$ cat src/rtl/core/erd_pkg.sv
// Package for the event record deframer: result item type, kind and status
// codes, header layout and register reset value. No dependencies.
package erd_pkg;

  // Input opcodes
  localparam logic OP_DATA = 1'b0;
  localparam logic OP_EOS  = 1'b1;

  // Result kinds
  localparam logic [1:0] KIND_HEADER  = 2'd0;
  localparam logic [1:0] KIND_PAYLOAD = 2'd1;
  localparam logic [1:0] KIND_STATUS  = 2'd2;

  // End status codes
  localparam logic [2:0] ST_OK         = 3'd0;
  localparam logic [2:0] ST_FAIL_HDR   = 3'd1;
  localparam logic [2:0] ST_TRUNC_TICK = 3'd2;
  localparam logic [2:0] ST_TRUNC_TIE  = 3'd3;
  localparam logic [2:0] ST_TRUNC_TYPE = 3'd4;
  localparam logic [2:0] ST_TRUNC_LEN  = 3'd5;
  localparam logic [2:0] ST_OVER_LEN   = 3'd6;
  localparam logic [2:0] ST_TRUNC_PAY  = 3'd7;

  // Header byte layout (24-byte little-endian header)
  localparam logic [4:0] TIE_START  = 5'd8;
  localparam logic [4:0] TYPE_START = 5'd16;
  localparam logic [4:0] LEN_START  = 5'd20;
  localparam logic [4:0] HDR_LAST   = 5'd23;

  localparam logic [31:0] MAX_LEN_RESET = 32'h0001_0000;

  // One result item as carried through the queue
  typedef struct packed {
    logic [1:0]  result_kind;
    logic [63:0] tick;
    logic [63:0] tie_order;
    logic [31:0] event_type;
    logic [31:0] payload_length;
    logic [7:0]  payload_value;
    logic        record_end;
    logic [2:0]  status;
    logic [31:0] record_count;
  } erd_result_t;

  // Queue status seen by the back part and the top level
  typedef struct packed {
    logic full;
    logic empty;
  } erd_qstat_t;

endpackage

$ cat src/rtl/core/event_record_deframer.sv
// Top level of the event record deframer: front parser, result queue and
// output channel. Depends on erd_pkg, erd_front and erd_back.
//
// Parses a byte stream of records (24-byte little-endian header, then
// payload) at one item per cycle: every data byte or end-of-stream item is
// classified and turned into at most one result in the cycle it is
// accepted, and results drain from a QUEUE_DEPTH-entry queue at one per
// cycle while out_stall is low. in_stall rises only while the queue is full,
// so throughput is one item per cycle unless the output side stalls. Header
// bytes produce no result until the 24th, which emits the header (or latches
// the over-length error); an end-of-stream item emits the status and record
// count and starts a new stream. max_payload_length may be written at any
// time the block is idle; cfg_ready is always high.
module event_record_deframer #(
  parameter int QUEUE_DEPTH = 2
) (
  input  logic        clk,
  input  logic        rst_n,
  input  logic        in_valid,
  output logic        in_stall,
  input  logic        in_opcode,
  input  logic [7:0]  in_data_byte,
  output logic        out_valid,
  input  logic        out_stall,
  output logic [1:0]  out_result_kind,
  output logic [63:0] out_tick,
  output logic [63:0] out_tie_order,
  output logic [31:0] out_event_type,
  output logic [31:0] out_payload_length,
  output logic [7:0]  out_payload_value,
  output logic        out_record_end,
  output logic [2:0]  out_status,
  output logic [31:0] out_record_count,
  input  logic        cfg_valid,
  output logic        cfg_ready,
  input  logic [31:0] cfg_data
);
  import erd_pkg::*;

  logic        in_acc;
  logic        push;
  erd_result_t push_item;
  erd_result_t head;
  erd_qstat_t  qstat;

  assign in_stall  = qstat.full;
  assign in_acc    = in_valid && !in_stall;
  assign cfg_ready = 1'b1;

  // Parser
  erd_front u_front (
    .clk       (clk),
    .rst_n     (rst_n),
    .acc       (in_acc),
    .opcode    (in_opcode),
    .data_byte (in_data_byte),
    .cfg_wr    (cfg_valid && cfg_ready),
    .cfg_data  (cfg_data),
    .push      (push),
    .item      (push_item)
  );

  // Result queue
  erd_back #(
    .QUEUE_DEPTH (QUEUE_DEPTH)
  ) u_back (
    .clk       (clk),
    .rst_n     (rst_n),
    .push      (push),
    .push_item (push_item),
    .out_stall (out_stall),
    .out_valid (out_valid),
    .head      (head),
    .qstat     (qstat)
  );

  // Output fields
  assign out_result_kind    = head.result_kind;
  assign out_tick           = head.tick;
  assign out_tie_order      = head.tie_order;
  assign out_event_type     = head.event_type;
  assign out_payload_length = head.payload_length;
  assign out_payload_value  = head.payload_value;
  assign out_record_end     = head.record_end;
  assign out_status         = head.status;
  assign out_record_count   = head.record_count;

`ifndef ASSERT_OFF
  // every accepted end of stream yields a result
  a_eos_push: assert property (@(posedge clk) disable iff (!rst_n)
    in_acc && in_opcode == OP_EOS |-> push)
    else $error("end of stream produced no result");

  // the parser never writes into a full queue
  a_no_overflow: assert property (@(posedge clk) disable iff (!rst_n)
    push |-> !qstat.full)
    else $error("result queue overflow");

  // status items never carry a record end mark
  a_status_no_end: assert property (@(posedge clk) disable iff (!rst_n)
    out_valid && out_result_kind == KIND_STATUS |-> !out_record_end)
    else $error("record end set on status item");

  // payload items carry no status or count
  a_payload_clean: assert property (@(posedge clk) disable iff (!rst_n)
    out_valid && out_result_kind == KIND_PAYLOAD |->
      out_status == ST_OK && out_record_count == 32'd0)
    else $error("payload item carries status fields");
`endif

endmodule

$ cat src/rtl/core/erd_front.sv
// Front part of the deframer: accepts stream items, assembles headers,
// tracks payload and stream status, and builds result items. Uses erd_pkg.
module erd_front (
  input  logic                clk,
  input  logic                rst_n,
  input  logic                acc,
  input  logic                opcode,
  input  logic [7:0]          data_byte,
  input  logic                cfg_wr,
  input  logic [31:0]         cfg_data,
  output logic                push,
  output erd_pkg::erd_result_t item
);
  import erd_pkg::*;

  localparam logic [1:0] PH_HEADER  = 2'd0;
  localparam logic [1:0] PH_PAYLOAD = 2'd1;
  localparam logic [1:0] PH_ERROR   = 2'd2;

  logic [1:0]  phase_r, phase_nxt;
  logic [4:0]  idx_r, idx_nxt;
  logic [63:0] tick_r, tick_nxt;
  logic [63:0] tie_r, tie_nxt;
  logic [31:0] type_r, type_nxt;
  logic [31:0] len_r, len_nxt;
  logic [31:0] remain_r, remain_nxt;
  logic [2:0]  err_r, err_nxt;
  logic [31:0] count_r, count_nxt;
  logic [31:0] max_len_r, max_len_nxt;
  logic [31:0] full_len;
  logic [31:0] count_inc;
  logic [2:0]  end_st;

  assign full_len  = {data_byte, len_r[23:0]};
  assign count_inc = (count_r == '1) ? count_r : count_r + 32'd1;

  // Final status at end of stream
  always_comb begin
    priority if (phase_r == PH_ERROR) begin
      end_st = err_r;
    end else if (phase_r == PH_PAYLOAD) begin
      end_st = ST_TRUNC_PAY;
    end else if (idx_r == 5'd0) begin
      end_st = ST_OK;
    end else if (idx_r < TIE_START) begin
      end_st = (count_r == 32'd0) ? ST_FAIL_HDR : ST_TRUNC_TICK;
    end else if (idx_r < TYPE_START) begin
      end_st = ST_TRUNC_TIE;
    end else if (idx_r < LEN_START) begin
      end_st = ST_TRUNC_TYPE;
    end else begin
      end_st = ST_TRUNC_LEN;
    end
  end

  // Parser next state and result item
  always_comb begin
    phase_nxt   = phase_r;
    idx_nxt     = idx_r;
    tick_nxt    = tick_r;
    tie_nxt     = tie_r;
    type_nxt    = type_r;
    len_nxt     = len_r;
    remain_nxt  = remain_r;
    err_nxt     = err_r;
    count_nxt   = count_r;
    max_len_nxt = cfg_wr ? cfg_data : max_len_r;
    push        = 1'b0;
    item        = '0;
    if (acc) begin
      if (opcode == OP_EOS) begin
        push              = 1'b1;
        item.result_kind  = KIND_STATUS;
        item.status       = end_st;
        item.record_count = count_r;
        phase_nxt  = PH_HEADER;
        idx_nxt    = 5'd0;
        tick_nxt   = '0;
        tie_nxt    = '0;
        type_nxt   = '0;
        len_nxt    = '0;
        remain_nxt = '0;
        err_nxt    = ST_OK;
        count_nxt  = '0;
      end else begin
        unique case (phase_r)
          PH_PAYLOAD: begin
            push               = 1'b1;
            item.result_kind   = KIND_PAYLOAD;
            item.payload_value = data_byte;
            remain_nxt         = remain_r - 32'd1;
            if (remain_r == 32'd1) begin
              item.record_end = 1'b1;
              count_nxt       = count_inc;
              phase_nxt       = PH_HEADER;
            end
          end
          PH_HEADER: begin
            // place the byte in its field lane
            priority if (idx_r < TIE_START) begin
              tick_nxt[{idx_r[2:0], 3'b000} +: 8] = data_byte;
            end else if (idx_r < TYPE_START) begin
              tie_nxt[{idx_r[2:0], 3'b000} +: 8] = data_byte;
            end else if (idx_r < LEN_START) begin
              type_nxt[{idx_r[1:0], 3'b000} +: 8] = data_byte;
            end else begin
              len_nxt[{idx_r[1:0], 3'b000} +: 8] = data_byte;
            end
            if (idx_r == HDR_LAST) begin
              idx_nxt = 5'd0;
              if (full_len > max_len_r) begin
                phase_nxt = PH_ERROR;
                err_nxt   = ST_OVER_LEN;
              end else begin
                push                = 1'b1;
                item.result_kind    = KIND_HEADER;
                item.tick           = tick_r;
                item.tie_order      = tie_r;
                item.event_type     = type_r;
                item.payload_length = full_len;
                tick_nxt = '0;
                tie_nxt  = '0;
                type_nxt = '0;
                len_nxt  = '0;
                if (full_len == 32'd0) begin
                  item.record_end = 1'b1;
                  count_nxt       = count_inc;
                end else begin
                  remain_nxt = full_len;
                  phase_nxt  = PH_PAYLOAD;
                end
              end
            end else begin
              idx_nxt = idx_r + 5'd1;
            end
          end
          default: begin
            // error latched: data bytes are dropped
          end
        endcase
      end
    end
  end

  // State registers
  always_ff @(posedge clk) begin
    if (!rst_n) begin
      phase_r   <= PH_HEADER;
      idx_r     <= 5'd0;
      tick_r    <= '0;
      tie_r     <= '0;
      type_r    <= '0;
      len_r     <= '0;
      remain_r  <= '0;
      err_r     <= ST_OK;
      count_r   <= '0;
      max_len_r <= MAX_LEN_RESET;
    end else begin
      phase_r   <= phase_nxt;
      idx_r     <= idx_nxt;
      tick_r    <= tick_nxt;
      tie_r     <= tie_nxt;
      type_r    <= type_nxt;
      len_r     <= len_nxt;
      remain_r  <= remain_nxt;
      err_r     <= err_nxt;
      count_r   <= count_nxt;
      max_len_r <= max_len_nxt;
    end
  end

endmodule

$ cat src/rtl/core/erd_back.sv
// Back part of the deframer: a short queue of result items that presents
// the oldest one on the output channel. Uses erd_pkg.
module erd_back #(
  parameter int QUEUE_DEPTH = 2
) (
  input  logic                clk,
  input  logic                rst_n,
  input  logic                push,
  input  erd_pkg::erd_result_t push_item,
  input  logic                out_stall,
  output logic                out_valid,
  output erd_pkg::erd_result_t head,
  output erd_pkg::erd_qstat_t qstat
);
  import erd_pkg::*;

  localparam int AW = $clog2(QUEUE_DEPTH);
  localparam int CW = $clog2(QUEUE_DEPTH + 1);
  localparam logic [AW-1:0] LAST_PTR = AW'(QUEUE_DEPTH - 1);
  localparam logic [CW-1:0] DEPTH_C  = CW'(QUEUE_DEPTH);

  erd_result_t   q_mem [QUEUE_DEPTH];
  logic [AW-1:0] wr_ptr_r, wr_ptr_nxt;
  logic [AW-1:0] rd_ptr_r, rd_ptr_nxt;
  logic [CW-1:0] cnt_r, cnt_nxt;
  logic          pop;

  assign qstat.full  = (cnt_r == DEPTH_C);
  assign qstat.empty = (cnt_r == '0);
  assign out_valid   = !qstat.empty;
  assign head        = q_mem[rd_ptr_r];
  assign pop         = out_valid && !out_stall;

  // Pointer and fill count update
  always_comb begin
    wr_ptr_nxt = wr_ptr_r;
    rd_ptr_nxt = rd_ptr_r;
    cnt_nxt    = cnt_r;
    if (push) begin
      wr_ptr_nxt = (wr_ptr_r == LAST_PTR) ? '0 : wr_ptr_r + AW'(1);
    end
    if (pop) begin
      rd_ptr_nxt = (rd_ptr_r == LAST_PTR) ? '0 : rd_ptr_r + AW'(1);
    end
    unique case ({push, pop})
      2'b10:   cnt_nxt = cnt_r + CW'(1);
      2'b01:   cnt_nxt = cnt_r - CW'(1);
      default: cnt_nxt = cnt_r;
    endcase
  end

  always_ff @(posedge clk) begin
    if (!rst_n) begin
      wr_ptr_r <= '0;
      rd_ptr_r <= '0;
      cnt_r    <= '0;
    end else begin
      wr_ptr_r <= wr_ptr_nxt;
      rd_ptr_r <= rd_ptr_nxt;
      cnt_r    <= cnt_nxt;
    end
  end

  // Queue storage
  always_ff @(posedge clk) begin
    if (push) begin
      q_mem[wr_ptr_r] <= push_item;
    end
  end

endmodule
$ cat config.mk
export PLATFORM = sky130hd
export DESIGN_NAME = event_record_deframer
export DESIGN_NICKNAME = d
export VERILOG_FILES = /design/src/rtl/core/erd_pkg.sv /design/src/rtl/core/event_record_deframer.sv /design/src/rtl/core/erd_front.sv /design/src/rtl/core/erd_back.sv
export SDC_FILE = /design/constraint.sdc
export NUM_CORES = 1
export LEC_CHECK = 0
export ABC_AREA = 1
export BUFFER_PORTS_ARGS = -buffer_cell sky130_fd_sc_hd__clkbuf_2
export CORE_ASPECT_RATIO = 1.1
export CORE_MARGIN = 2
export CORE_UTILIZATION = 50
export CTS_CLUSTER_DIAMETER = 30
export CTS_CLUSTER_SIZE = 40
export DETAILED_ROUTE_END_ITERATION = 12
export PLACE_DENSITY = 0.74
export SKIP_LAST_GASP = 1
export SYNTH_ARGS = -nofsm -noshare
export SYNTH_HDL_FRONTEND = slang
export SYNTH_SLANG_ARGS = --single-unit
$ cat constraint.sdc
create_clock -name clk -period 21.1 [get_ports clk]
set_clock_uncertainty 0.15 [all_clocks]
set_input_delay 5.275 -clock clk [delete_from_list [all_inputs] [get_ports clk]]
set_output_delay 5.275 -clock clk [all_outputs]
set_load 0.01 [all_outputs]
==> results by group <==
Clock network
  – Buffer depth of the longest clock path: 3
  – Skew-Pair Late Insertion Delay: about 0.73 ns
  – CTS sink cnt: 769
  – CTS clk-pin slew, worst paths: 0.04 ns
  – Post-cts resize count: 0
  – CTS root buf: clkbuf_16
  – Post-CTS Setup Inserts: 0
  – H-tree levels: 4
  – Hold_buf cts: 0
  – TritonCTS clock tree: built
  – CTS buffer count: 138

Floorplanning
  – Core area: 0.0704 mm²
  – Initial Util: 50.6%
  – Vert. Die Dim: between 200 and 300 µm
  – Row count: 102
  – # IOs: roughly 290
  – Die area: 0.0734 mm²
  – Die width: 258 µm

Setup path
  – Setup CP Type: in -> reg
  – Worst path cell trace: clkbuf_2 > ha_1 > nand2_1 > nor2_1 > nand2_1 > nor2_1 > nand2_1 > nand3_2 > nand3_1 > inv_8 > buf_4 > buf_4
  – Buf/Inv on CP: 4
  – CP top delay family: buffers and inverters
  – CP arrival: 10.02 ns
  – Critical Path RT: ~21 ns
  – Slowest stage delay, CP: approximately 0.80 ns
  – CP Launch Type: primary input
  – CP max-delay cell: buf_4
  – Most used cell along the critical path: nand2_1
  – Worst-path fanout max: 137
  – Crit end category: flop

Yosys
  – Adder-Cell Fraction of Synth Area: 1.55%
  – Largest family of logic cells by synthesized area: simple AND/OR/NAND/NOR gates
  – Synth Area in Compound Gates: 8.21%
  – Syn Inst Count: around 3800
  – Post-synth top area share: approximately two fifths
  – Syn Nets: 3844
  – Post-synth ARST share: 0%
  – Post-synth EDFFs: 476
  – Post-synthesis mux area share: 7.61%
  – Synth warnings: 0
  – Simple-gate share of the synthesized area: 19.3%
  – Leading area contributor after synthesis: edfxtp_1
  – Netlist area before placement: 0.0356 mm²
  – Area contributors post-synth: edfxtp_1 40%, dfxtp_1 16%, mux2_2 7.6%
  – Main flop type after synthesis: edfxtp_1
  – Mapped Avg Cell Area: 9.49 µm²
  – Yosys cell types: between 40 and 50
  – Synthesized flop and latch total: slightly below 800
  – Register area share after synthesis: a little under three fifths
  – Synth Area in XOR/XNOR: less than 1%

Final layout
  – Layout cell share with drive strength beyond 1: 20.4%
  – Final nets: between 4000 and 5000
  – Most common cell after layout, fill and taps aside: nand2_1
  – Diodes inserted: 0
  – P&R area growth vs syn: 18.8%
  – Finished Core Util: 60.0%
  – Sequential cell area: 0.0202 mm²
  – Most frequent cells in the layout: 694 x nand2_1, 476 x edfxtp_1, 417 x nor2_1, 302 x a21oi_1, 292 x dfxtp_1
  – Area taken by multi-input logic gates: 0.0133 mm²
  – Filler instances: 5862

Global route
  – Total grt overflow: 0
  – GRT busiest layer: met2
  – GRT Total Usage: 27.0%
  – GR Util met1: 34.4%
  – Vias in the first global route: 26720
  – Met3 Use GR: 5.31%
  – GRT met2 Usage: 44.7%
  – Initial antenna violation count: 3
  – Largest net degree at the start of global routing: 142
  – First-pass GRT wire length: 154 mm

Place
  – Port buffer count: roughly 290
  – Post-DP HPWL: 64.4 mm
  – Final RePlAce weighted congestion: between 0.9 and 1

STA
  – Min Tclk post-route: between 9 and 10 ns
  – Slew Limit Fails: 0
  – Post-Route Setup TNS: 0 ns
  – Worst Max-Slew Pin Slew: 1.17 ns
  – Max Freq: ~0.1 GHz
  – RSZ-0062 raised after global routing: false
  – Final setup fails: 0
  – Hold Fails Final Rpt: 0
  – Slew HR: 21.7%
  – Final Cycle Share: 46.6%

Routing
  – Vias: 28349
  – DRT Wirelength: 101 mm
  – Iteration-0 DRC Markers: 2878
  – Vias per std cell: between 5 and 6
  – DR DRC count: 0
  – Drt wl/cell: 20.1 µm
  – Post-route ant nets: 0
  – First-pass detailed-route iteration total: 6

Power
  – Maximum VDD drop: between 80 and 90 µV
  – Power per Cell Area: 110 mW/mm²
  – Leak: 14.9 nW

Status
  – Status: finished clean

Flow run
  – Max Cap Violations: 0

Hold path
  – Hold Path Class: reg -> reg
cell families after synthesis:
kind of cell	count (synthesis)
simple gates	1578
flops	769
compound gates	566
buf+inv	530
mux	241
fa+ha+maj	44
xor+xnor	25
other cells	1
routing by layer:
metal  share of wire, %  wire, µm
met4                3.6      3670
met5              0.023        23
met3                7.7      7810
met2                 49     49300
met1                 40     40500
path summary, 6_finish.rpt:
kind / cells past startpoint / slack, ns / from / endpoint
max: 12 / 11.28 / in_data_byte[7] / u_back.q_mem[1][96]$_DFFE_PP_
min: 2 / 0.31 / u_front.err_r[1]$_SDFFE_PN0P_ / u_front.err_r[1]$_SDFFE_PN0P_
max reg2reg: 11 / 15.50 / u_front.len_r[15]$_SDFFE_PN0P_ / u_back.q_mem[1][96]$_DFFE_PP_
min reg2reg: 2 / 0.31 / u_front.err_r[1]$_SDFFE_PN0P_ / u_front.err_r[1]$_SDFFE_PN0P_
area by class of cell:
class                      count  area share [%]
timing repair buffer         314            3.92
tap                          936            2.77
clock buffer                 154            8.50
multi-input combinational   2455            31.4
sequential                   769            47.7
clock inverter               102            2.93
inverter                     306            2.76
tightest hold or removal path: cells and delay by family (launching register included):
family | cells | cell delay [ns]
AO/OA/AOI/OAI | 1 | 0.06
buffers and inverters | 1 | 0.06
flip-flops | 1 | 0.29
where the power goes:
group / switching, mW / internal (mW) / total (mW)
combinational: 0.432 / 0.225 / 0.658
clock: 0.790 / 1.49 / 2.28
sequential: 0.0373 / 1.70 / 1.73
flip-flops by register name, summed over array words and instances (netlist names), named ones only:
register	cells
u_front.idx_r	5
u_front.phase_r	2
u_front.err_r	1
u_front.remain_r	32
u_back.rd_ptr_r	1
u_back.wr_ptr_r	1
u_front.count_r	32
u_front.type_r	32
u_front.tick_r	64
u_front.len_r	24
u_back.q_mem	476
u_back.cnt_r	2
u_front.tie_r	64
u_front.max_len_r	32
through the flow:
stage	total power, mW	setup WS [ns]	instance area (µm²)	hold WS (ns)	std cells
after floorplan	2.20	3.72	35600	0.272	3754
after global placement	2.41	10.72	37500	0.286	4780
after detailed placement	2.42	10.63	37500	0.300	4780
after CTS	4.70	11.39	42300	0.308	5036
after global routing	4.82	11.06	42300	0.321	5036
final	4.67	11.28	42300	0.309	5036
cells in the mapped netlist (3+ instances only):
cell type / count
nor3_2: 3
inv_2: 12
nor2_4: 5
inv_1: 288
edfxtp_1: 476
xor2_1: 23
a21oi_2: 3
nand2_2: 3
nor3b_1: 4
o22ai_1: 18
nand3_1: 184
nor3_1: 140
nand4_1: 33
ha_1: 44
buf_6: 8
buf_1: 9
o21ai_0: 225
mux2_2: 239
nor2_1: 419
nand3b_1: 78
buf_2: 80
clkinv_1: 5
nand2_1: 695
o21a_1: 4
a21oi_1: 302
nor4_1: 4
clkbuf_1: 121
o21ai_1: 4
buf_4: 6
dfxtp_1: 293
Note: power is estimated with default switching activity, not from simulation.
